### config.mk
export PLATFORM = sky130hd
export DESIGN_NAME = frame_queue_byte_budget
export DESIGN_NICKNAME = d
export VERILOG_FILES = /design/src/hdl/fqbb_pkg.sv /design/src/hdl/frame_queue_byte_budget.sv
export SDC_FILE = /design/constraint.sdc
export NUM_CORES = 1
export LEC_CHECK = 0
export ABC_AREA = 1
export BUFFER_PORTS_ARGS = -buffer_cell sky130_fd_sc_hd__buf_4
export CAP_MARGIN = 40
export CELL_PAD_IN_SITES_DETAIL_PLACEMENT = 0
export CELL_PAD_IN_SITES_GLOBAL_PLACEMENT = 1
export CORE_AREA = 4 4 268 270
export DETAILED_ROUTE_END_ITERATION = 7
export DIE_AREA = 0 0 272 274
export GPL_TIMING_DRIVEN = 0
export HOLD_SLACK_MARGIN = 0.05
export PLACE_DENSITY_LB_ADDON = 0.25
export SKIP_LAST_GASP = 1
export SLEW_MARGIN = 20
export SYNTH_ARGS = -nofsm -noshare
export SYNTH_HDL_FRONTEND = slang
export SYNTH_SLANG_ARGS = --single-unit
### constraint.sdc
create_clock -name clk -period 19.7 [get_ports clk]
set_input_delay 2.955 -clock clk [delete_from_list [all_inputs] [get_ports clk]]
set_output_delay 2.955 -clock clk [all_outputs]
set_load 0.01 [all_outputs]
### src/hdl/fqbb_pkg.sv
// Shared codes and defaults for the frame queue with byte budget.
// Used by frame_queue_byte_budget and its testbench; depends on nothing else.
package fqbb_pkg;

	localparam int DEPTH_DEF    = 16;
	localparam int LEN_BITS_DEF = 20;

	localparam int LIM_W   = 20;  // byte limit and 20-bit payload fields
	localparam int FRAME_W = 5;   // frame limit and frames_held
	localparam int STAT_W  = 3;
	localparam int OP_W    = 2;
	localparam int CFG_W   = 1;

	localparam logic [FRAME_W-1:0] FRAME_LIMIT_RST = FRAME_W'(16);
	localparam logic [LIM_W-1:0]   BYTE_LIMIT_RST  = LIM_W'(65536);

	typedef enum logic [OP_W-1:0] {
		OP_ENQUEUE = 2'd0,
		OP_CONSUME = 2'd1,
		OP_CLEAR   = 2'd2,
		OP_NOP     = 2'd3
	} op_t;

	typedef enum logic [STAT_W-1:0] {
		STAT_OK          = 3'd0,
		STAT_INVALID     = 3'd1,
		STAT_TOO_LARGE   = 3'd2,
		STAT_OVERFLOW    = 3'd3,
		STAT_CONSUME_REJ = 3'd4
	} status_t;

	typedef enum logic [CFG_W-1:0] {
		REG_FRAME_LIMIT = 1'b0,
		REG_BYTE_LIMIT  = 1'b1
	} reg_idx_t;

endpackage

### src/hdl/frame_queue_byte_budget.sv
// Frame descriptor queue bounded by a frame count and a byte budget.
// Frame lengths live in a ring memory; codes and defaults come from fqbb_pkg.
//
//   channel   direction  handshake              payload
//   request   in         in_valid / in_stall    operation, frame_length, consume_count
//   result    out        out_valid / out_stall  status, frames_held, bytes_held,
//                                               front_remaining, front_popped
//   config    in         cfg_valid / cfg_ready  cfg_index, cfg_data
//
// A request is taken in ST_IDLE; a consume that pops the front frame while other frames
// remain also passes through ST_FETCH, since the next front length comes from the ring
// memory's registered read port. The front length is cached in a register otherwise.
// Results sit in an output register; a stalled result holds off the next request.
// Reset empties the queue and loads frame_limit 16, byte_limit 65536; no clearing pass.
module frame_queue_byte_budget
	import fqbb_pkg::*;
#(
	parameter int DEPTH    = DEPTH_DEF,
	parameter int LEN_BITS = LEN_BITS_DEF
) (
	input  logic               clk,
	input  logic               arst_n,
	input  logic               in_valid,
	output logic               in_stall,
	input  logic [OP_W-1:0]    operation,
	input  logic [LIM_W-1:0]   frame_length,
	input  logic [LIM_W-1:0]   consume_count,
	output logic               out_valid,
	input  logic               out_stall,
	output logic [STAT_W-1:0]  status,
	output logic [FRAME_W-1:0] frames_held,
	output logic [LIM_W-1:0]   bytes_held,
	output logic [LIM_W-1:0]   front_remaining,
	output logic               front_popped,
	input  logic               cfg_valid,
	output logic               cfg_ready,
	input  logic [CFG_W-1:0]   cfg_index,
	input  logic [LIM_W-1:0]   cfg_data
);

	localparam int AW   = (DEPTH > 1) ? $clog2(DEPTH) : 1;
	localparam int CNTW = $clog2(DEPTH + 1);
	localparam int CMPW = (CNTW > FRAME_W) ? CNTW : FRAME_W;
	localparam int CW   = (LEN_BITS > LIM_W) ? LEN_BITS : LIM_W;

	typedef enum logic [1:0] {
		ST_IDLE  = 2'b01,
		ST_FETCH = 2'b10
	} state_t;

	state_t               state_q;
	logic [FRAME_W-1:0]   frame_limit_q;
	logic [LIM_W-1:0]     byte_limit_q;

	logic [LEN_BITS-1:0]  ring_q [DEPTH];
	logic [LEN_BITS-1:0]  rd_data_q;
	logic [AW-1:0]        head_q, tail_q;
	logic [CNTW-1:0]      count_q;
	logic [LEN_BITS-1:0]  offset_q, total_q, front_len_q;

	logic                 out_valid_q, popped_q;
	logic [STAT_W-1:0]    status_q;
	logic [FRAME_W-1:0]   frames_q;
	logic [LIM_W-1:0]     bytes_q, remain_q;

	logic                 accept;
	logic [LEN_BITS-1:0]  len, cnt, front_left;
	logic [AW-1:0]        head_next, tail_next;
	logic                 full;

	status_t              st_n;
	logic [CNTW-1:0]      count_n;
	logic [LEN_BITS-1:0]  offset_n, total_n, front_len_n, offset_sum, remain_n;
	logic [AW-1:0]        head_n, tail_n;
	logic                 wr_en, pop, fetch;

	assign accept    = in_valid && !in_stall;
	assign in_stall  = (state_q != ST_IDLE) || (out_valid_q && out_stall);
	assign cfg_ready = 1'b1;

	assign len        = LEN_BITS'(frame_length);
	assign cnt        = LEN_BITS'(consume_count);
	assign front_left = (count_q == '0) ? '0 : front_len_q - offset_q;
	assign head_next  = (head_q == AW'(DEPTH - 1)) ? '0 : head_q + AW'(1);
	assign tail_next  = (tail_q == AW'(DEPTH - 1)) ? '0 : tail_q + AW'(1);
	assign full       = (CMPW'(count_q) >= CMPW'(frame_limit_q)) ||
		(count_q == CNTW'(DEPTH));
	assign offset_sum = offset_q + cnt;

	always_comb begin
		st_n        = STAT_OK;
		count_n     = count_q;
		offset_n    = offset_q;
		total_n     = total_q;
		front_len_n = front_len_q;
		head_n      = head_q;
		tail_n      = tail_q;
		wr_en       = 1'b0;
		pop         = 1'b0;
		case (op_t'(operation))
			OP_ENQUEUE: begin
				if (len == '0) begin
					st_n = STAT_INVALID;
				end else if (frame_limit_q == '0 || byte_limit_q == '0 ||
						CW'(len) > CW'(byte_limit_q)) begin
					st_n = STAT_TOO_LARGE;
				end else if (full || CW'(total_q) > CW'(byte_limit_q) - CW'(len)) begin
					st_n = STAT_OVERFLOW;
				end else begin
					wr_en   = 1'b1;
					tail_n  = tail_next;
					count_n = count_q + CNTW'(1);
					total_n = total_q + len;
					if (count_q == '0) begin
						front_len_n = len;
					end
				end
			end
			OP_CONSUME: begin
				if (count_q == '0 || cnt == '0 || cnt > front_left) begin
					st_n = STAT_CONSUME_REJ;
				end else begin
					total_n  = total_q - cnt;
					offset_n = offset_sum;
					if (offset_sum == front_len_q) begin
						pop      = 1'b1;
						head_n   = head_next;
						count_n  = count_q - CNTW'(1);
						offset_n = '0;
					end
				end
			end
			OP_CLEAR: begin
				head_n   = '0;
				tail_n   = '0;
				count_n  = '0;
				offset_n = '0;
				total_n  = '0;
			end
			default: begin
			end
		endcase
		fetch    = pop && (count_n != '0);
		remain_n = (count_n == '0) ? '0 : front_len_n - offset_n;
	end

	// A pop never writes, so the read at the next head never meets a same-cycle write.
	always_ff @(posedge clk) begin
		if (accept && wr_en) begin
			ring_q[tail_q] <= len;
		end
		rd_data_q <= ring_q[head_next];
	end

	always_ff @(posedge clk or negedge arst_n) begin
		if (!arst_n) begin
			frame_limit_q <= FRAME_LIMIT_RST;
			byte_limit_q  <= BYTE_LIMIT_RST;
		end else if (cfg_valid && cfg_ready) begin
			case (reg_idx_t'(cfg_index))
				REG_FRAME_LIMIT: frame_limit_q <= cfg_data[FRAME_W-1:0];
				REG_BYTE_LIMIT:  byte_limit_q  <= cfg_data;
				default: begin
				end
			endcase
		end
	end

	always_ff @(posedge clk or negedge arst_n) begin
		if (!arst_n) begin
			state_q     <= ST_IDLE;
			head_q      <= '0;
			tail_q      <= '0;
			count_q     <= '0;
			offset_q    <= '0;
			total_q     <= '0;
			front_len_q <= '0;
			out_valid_q <= 1'b0;
		end else begin
			// load a new result, or drop the current one once it is taken
			if (state_q == ST_FETCH || (accept && !fetch)) begin
				out_valid_q <= 1'b1;
			end else if (!out_stall) begin
				out_valid_q <= 1'b0;
			end
			case (state_q)
				ST_IDLE: begin
					if (accept) begin
						head_q      <= head_n;
						tail_q      <= tail_n;
						count_q     <= count_n;
						offset_q    <= offset_n;
						total_q     <= total_n;
						front_len_q <= front_len_n;
						if (fetch) begin
							state_q <= ST_FETCH;
						end
					end
				end
				ST_FETCH: begin
					// new front length arrives from the ring
					front_len_q <= rd_data_q;
					state_q     <= ST_IDLE;
				end
				default: state_q <= ST_IDLE;
			endcase
		end
	end

	always_ff @(posedge clk) begin
		if (state_q == ST_FETCH) begin
			status_q <= STAT_OK;
			frames_q <= FRAME_W'(count_q);
			bytes_q  <= LIM_W'(total_q);
			remain_q <= LIM_W'(rd_data_q);
			popped_q <= 1'b1;
		end else if (accept && !fetch) begin
			status_q <= st_n;
			frames_q <= FRAME_W'(count_n);
			bytes_q  <= LIM_W'(total_n);
			remain_q <= LIM_W'(remain_n);
			popped_q <= pop;
		end
	end

	assign out_valid       = out_valid_q;
	assign status          = status_q;
	assign frames_held     = frames_q;
	assign bytes_held      = bytes_q;
	assign front_remaining = remain_q;
	assign front_popped    = popped_q;

	a_count_bound: assert property (@(posedge clk) disable iff (!arst_n)
		count_q <= CNTW'(DEPTH))
		else $error("frame count above ring depth");

	a_fetch_once: assert property (@(posedge clk) disable iff (!arst_n)
		state_q == ST_FETCH |=> state_q == ST_IDLE && out_valid_q)
		else $error("front fetch did not finish in one cycle");

	a_empty_bytes: assert property (@(posedge clk) disable iff (!arst_n)
		count_q == '0 |-> total_q == '0 && offset_q == '0)
		else $error("empty queue holds bytes");

	a_front_offset: assert property (@(posedge clk) disable iff (!arst_n)
		count_q != '0 && state_q == ST_IDLE |-> offset_q < front_len_q)
		else $error("front offset reached front length without pop");

	a_pop_ok: assert property (@(posedge clk) disable iff (!arst_n)
		out_valid_q && popped_q |-> status_q == STAT_OK)
		else $error("pop reported on a rejected request");

endmodule

# Word level (Yosys, flattened, before mapping)
# Memories as Yosys holds them, arrays and structs flattened. A register that Yosys moved wholly into a read port is not among the register bits.
# Cells that the tools add are included.
op_classes:
  order_cmp: 4
  mux: 57
  add_sub_neg: 10
  eq_ne: 17
  n_reduce_logical: 34
  bitwise: 1
op_table:
  columns: ["operator", "count"]
  rows:
  - ["$mux W20", 18]
  - ["$pmux W20 S2", 2]
  - ["$sub A20 B20 Y20", 4]
  - ["$gt A20 B20 Y1", 3]
  - ["$logic_not A20 Y1", 3]
  - ["$pmux W20 S3", 1]
  - ["$add A20 B20 Y20", 2]
  - ["$mux W5", 7]
  - ["$mux W4", 7]
  - ["$eq A20 B20 Y1", 1]
  - ["$pmux W4 S2", 2]
  - ["$logic_not A5 Y1", 3]
  - ["$pmux W5 S3", 1]
  - ["$ne A2 B2 Y1 const B", 7]
  - ["$mux W2", 6]
  - ["$mux W1", 11]
  - ["$reduce_and A2 Y1", 5]
  - ["$add A4 B1 Y4 const B", 2]
  - ["$eq A4 B4 Y1 const B", 2]
  - ["$logic_or A1 B1 Y1", 8]
  - ["$reduce_bool A2 Y1", 4]
  - ["$pmux W3 S2", 1]
  - ["$reduce_and A6 Y1", 1]
  - ["$add A5 B1 Y5 const B", 1]
  - ["other kinds (13)", 21]
word_totals:
  out_inout_bits: 52
  mem_bits_rw: 320
  memories: 1
  in_bits: 68
  ff_bits: 150
  elab_cells: 139
mem_list:
  columns: ["name", "words", "width", "read_ports", "rd_clocked_by_memory_dff", "wr", "line_no", "rtl"]
  rows:
  - ["ring_q", 16, 20, 1, 1, 1, "frame_queue_byte_budget.sv:55", "logic [LEN_BITS-1:0] ring_q [DEPTH];"]

# Longest topological paths before layout
depth:
  ltp_word: 13
  depth_mapped: 50
  depth_no_buf: 48

# Worst setup path after synthesis
# No wires, ideal clock.
synth_path:
  path_kind: "input -> register"
  startpoint: "input port frame_length[2]"
  endpoint: "register remain_q[19] (netlist: front_remaining[19]) (data pin)"
  t_arrival_ns: 9.336
  t_required_ns: 19.439
  n_path_buf: 2
  setup_slack_ns: 10.103
  setup_time_ns: 0.261
  stages: 49
  path_cell_list: "inv_1 > ha_1 > inv_1 > o31ai_1 > a21oi_1 > nor2_1 > nor2_1 > o21ai_0 > a21oi_1 > o21ai_0 > nand2_1 > nand2_1 > nand3_1 > nand2_1 > a21oi_1 > nor2_1 > nor2_1 > xor2_1 > [13 not listed] > ha_1 > a21oi_1 > o21ai_0 > nand3_1 > nand2_1 > a21oi_1 > inv_1 > a21oi_1 > o21ai_0 > nand3_1 > nand2_1 > nand3_1 > nand2_1 > nand2_1 > nand2_1 > a21oi_1 > xor2_1 > o21ai_0"
synth_via:
  elab_chain_cells: 11
  elab_cells_between_ends: 20
  classes_between: "add/sub (2); order compare (2); mux (12); reduce/logical (4)"
synth_lines:
  columns: ["item", "line_no", "rtl"]
  rows:
  - ["start: declaration", "frame_queue_byte_budget.sv:26", "input logic [LIM_W-1:0] frame_length,"]
  - ["$sub A20 B20 Y20", "frame_queue_byte_budget.sv:107", "end else if (full || CW'(total_q) > CW'(byte_limit_q) - CW'(len)) begin"]
  - ["$gt A20 B20 Y1", "frame_queue_byte_budget.sv:107", null]
  - ["$logic_or A1 B1 Y1", "frame_queue_byte_budget.sv:107", null]
  - ["$mux W20 / $mux W5 (equally long branches)", "frame_queue_byte_budget.sv:107", null]
  - ["$mux W20 / $mux W5 (equally long branches)", "frame_queue_byte_budget.sv:104", "end else if (frame_limit_q == '0 || byte_limit_q == '0 ||"]
  - ["$mux W20 / $mux W5 (equally long branches)", "frame_queue_byte_budget.sv:102", "if (len == '0) begin"]
  - ["$mux W20 / $pmux W5 S3 (equally long branches)", "frame_queue_byte_budget.sv:100", "case (op_t'(operation))"]
  - ["$sub A20 B20 Y20 / $logic_not A5 Y1 (equally long branches)", "frame_queue_byte_budget.sv:144", "remain_n = (count_n == '0) ? '0 : front_len_n - offset_n;"]
  - ["$mux W20 *", "frame_queue_byte_budget.sv:144", null]
  - ["$mux W20 *", "frame_queue_byte_budget.sv:217", "end else if (accept && !fetch) begin"]
  - ["$mux W20 *", "frame_queue_byte_budget.sv:211", "if (state_q == ST_FETCH) begin"]
  - ["end signal: assignment", "frame_queue_byte_budget.sv:215", "remain_q <= LIM_W'(rd_data_q);"]
  - ["end signal: assignment", "frame_queue_byte_budget.sv:221", "remain_q <= LIM_W'(remain_n);"]
  - ["end: declaration", "frame_queue_byte_budget.sv:64", "logic [LIM_W-1:0] bytes_q, remain_q;"]
# Mark *: on every way between the ends. The rest lies on a longest branch, timed or not. The select of a mux whose other input is x is not followed.
# A chain may end at the register's enable or synchronous reset.

# Worst setup path after layout
# Ends and elaborated chain as after synthesis.

==> impl_metrics.csv <==
group,metric,value,unit
outcome,status,"finished, final reports clean",
timing,tns,0,ns
critical_path,worstSetupStartpointType,"input pin",
pwr,p_per_area,164,nW/um^2
yosys,synth-simple-area-share,17.4,%
hold_path,hold_path_class,"reg -> reg",
place,place_congestion,0.935,
yosys,synth_top_family_by_area,"simple AND/OR/NAND/NOR gates",
yosys,syn_inst,3027,
layout,diodes,0,
timing,tightest_slew,0.917,ns
pwr,peakVddDrop,0.0907,mV
clocking,clk_pin_slew,0.06,ns
routing,vias_per_cell,5.69,
timing,maxSlewHeadroom,38.9,%
yosys,synthXorXnorAreaFrac,2.22,%
timing,post-route-period-util,58.6,%
routing,final_antenna_net_count,0,
place,post-place-ws,7.56,ns
timing,hold_viol_final,0,
routing,drt_iter0_drc,2320,
place,port-buffer-count,118,
run,max_cap_viol_count,0,
global_route,grtUsageTotal,26.2,%
layout,fin_util,46.0,%
yosys,ys_async_sr_fraction,20.6,%
clocking,cts_sinks,490,
timing,final_max_slew_viol_count,0,
layout,syn_to_final_growth,15.8,%
yosys,postSynthNetCount,3272,
timing,fin_crit,11.55,ns
timing,setup_viol,0,
clocking,cts_tree,"built",
clocking,clk_latency,0.63,ns
layout,drive_gt1_share,9.42,%
clocking,cts-root-buf,"clkbuf_16",
clocking,cts_buffers,53,
critical_path,max_stage_delay,0.42,ns
critical_path,cp.required,20.05,ns
place,place_area,30300,sq um
critical_path,end_kind,"flip-flop",
global_route,first_global_vias,23000,
yosys,synth_seq_cells,490,
floorplanning,pin_count,120,
yosys,synth_compound_area_share,15.4,%
layout,final_common_cell,"nand2_1",
yosys,netlist_area,27600,sq um
routing,wl_per_cell,23.8,um
timing,timing.final.ws_setup,8.15,ns
critical_path,path_class,"in -> reg",
layout,design_area,32000,sq um
yosys,ys.flop_type,"edfxtp_1",
clocking,cts.htree.levels,2,
yosys,ys_seq_area_share,50.6,%
timing,max_freq,0.0866,GHz
floorplanning,die_y,274,um
floorplanning,core_area,69500,sq um
floorplanning,initial_core_util,39.7,%
timing,rsz0062_at_grt,"false",
clocking,cts_setup_buffers,0,
place,placed_cells,4102,
layout,nets,3463,
yosys,synth-edff-count,365,
floorplanning,dieArea,74500,sq um
global_route,antenna_found_initial,6,
layout,layout_common_cells,"599 x nand2_1, 365 x edfxtp_1, 349 x o21ai_0, 283 x inv_1, 225 x nor2_1",
pwr,leakage,13.1,nW
pwr,power,5.26,mW
yosys,yosys_warnings,0,
floorplanning,chipWidth,272,um
place,dp_hpwl,74500,um
layout,finalNonFillerCells,4199,
yosys,yosysUniqueCellTypes,56,
routing,via_count,23900,
critical_path,slowest_stage,"nor2_4",
global_route,grt_overflow,0,
critical_path,critPathMaxFanout,20,
yosys,synth_area_per_cell,9.13,sq um
yosys,muxShareOfSynthArea,0.611,%
routing,drc,0,
floorplanning,row_count,97,
routing,wl,99900,um
critical_path,crit_path_frequent_cell,"nand2_1",
yosys,synthAdderAreaFrac,8.18,%
clocking,ctsResizeCount,0,
clocking,cts_hold_buf,0,
routing,first_pass_iters,5,
global_route,grt_max_degree,62,
clocking,clk_path_buf_depth,3,
timing,timing.hold.ws,0.469,ns
global_route,grt_pass1_wl,146000,um
critical_path,arrival,11.90,ns
timing,fin_worst_skew,0.0235,ns
kinds of logic (layout without fill, tap and decap cells):
family / count (synthesis) / after routing
DFF: 490 / 490
other: 1 / 1
muxes: 15 / 15
buffers and inverters: 405 / 637
adders and majority gates: 177 / 177
AOI/OAI and AO/OA: 735 / 735
and+or+nand+nor: 1137 / 1137
xor gates and xnor gates: 67 / 67
path summary, 6_finish.rpt:
path,startpoint,endpoint,slack (ns),cells past startpoint
max in group asynchronous,arst_n,frame_limit_q[4],16.71,2
hold reg to reg,front_popped,front_popped,0.47,2
hold / removal,front_popped,front_popped,0.47,2
setup / recovery,frame_length[2],front_remaining[19],8.15,50
min in group asynchronous,arst_n,offset_q[16],2.25,1
setup reg to reg,byte_limit_q[2],front_remaining[19],10.35,48
registers in the layout, indices dropped and copies added (netlist names), 20 cells and up:
register,count
offset_q,20
byte_limit_q,20
ring_q,320
total_q,20
front_len_q,20
bytes_held,20
front_remaining,20
rd_data_q,20
report_power, final:
| part | internal (mW) | total (mW) | switching [mW] | leakage (nW) |
|---|---|---|---|---|
| sequential | 1.27 | 1.40 | 0.129 | 4.82 |
| clock | 0.562 | 0.992 | 0.430 | 0.825 |
| combinational | 0.919 | 2.87 | 1.95 | 7.45 |
| total | 2.75 | 5.26 | 2.51 | 13.1 |
Yosys cell counts, types with 31 or more instances:
master / number / area (sq um)
ha_1: 171 / 2140
dfrtp_1: 98 / 2450
xnor2_1: 33 / 289
nor2_1: 241 / 905
nand2_1: 600 / 2250
clkbuf_1: 97 / 364
nand4_1: 31 / 194
inv_1: 283 / 1060
edfxtp_1: 365 / 11000
o22ai_1: 37 / 231
o21ai_0: 349 / 1750
xor2_1: 32 / 280
a21oi_1: 166 / 831
o221ai_1: 57 / 499
nand3_1: 191 / 956
metal layers:
metal | track usage [%] | vias to the layer above | routed length (um)
met5 | 0 | - | 27
met4 | 7.87 | 4 | 2930
met3 | 3.79 | 153 | 8100
met2 | 42.1 | 1064 | 45100
met1 | 36.8 | 11600 | 43800
li1 | - | 11100 | -
worst max-delay path, delay by kind of cell:
family	cells	cell delay, ns
xor gates and xnor gates	2	0.31
buffers and inverters	7	1.26
adders and majority gates	3	1.00
AOI/OAI and AO/OA	15	3.30
and+or+nand+nor	23	3.05
cell type report:
type / count / area [sq um]
timing repair buffer: 136 / 1350
inverter: 298 / 1120
multi-input combinational: 2132 / 12200
fill: 6564 / 37600
clock buffer: 69 / 1420
buffer: 107 / 423
clock inverter: 27 / 295
sequential: 490 / 14000
tap: 940 / 1180
No activity file was read; power rests on OpenSTA's default activity.
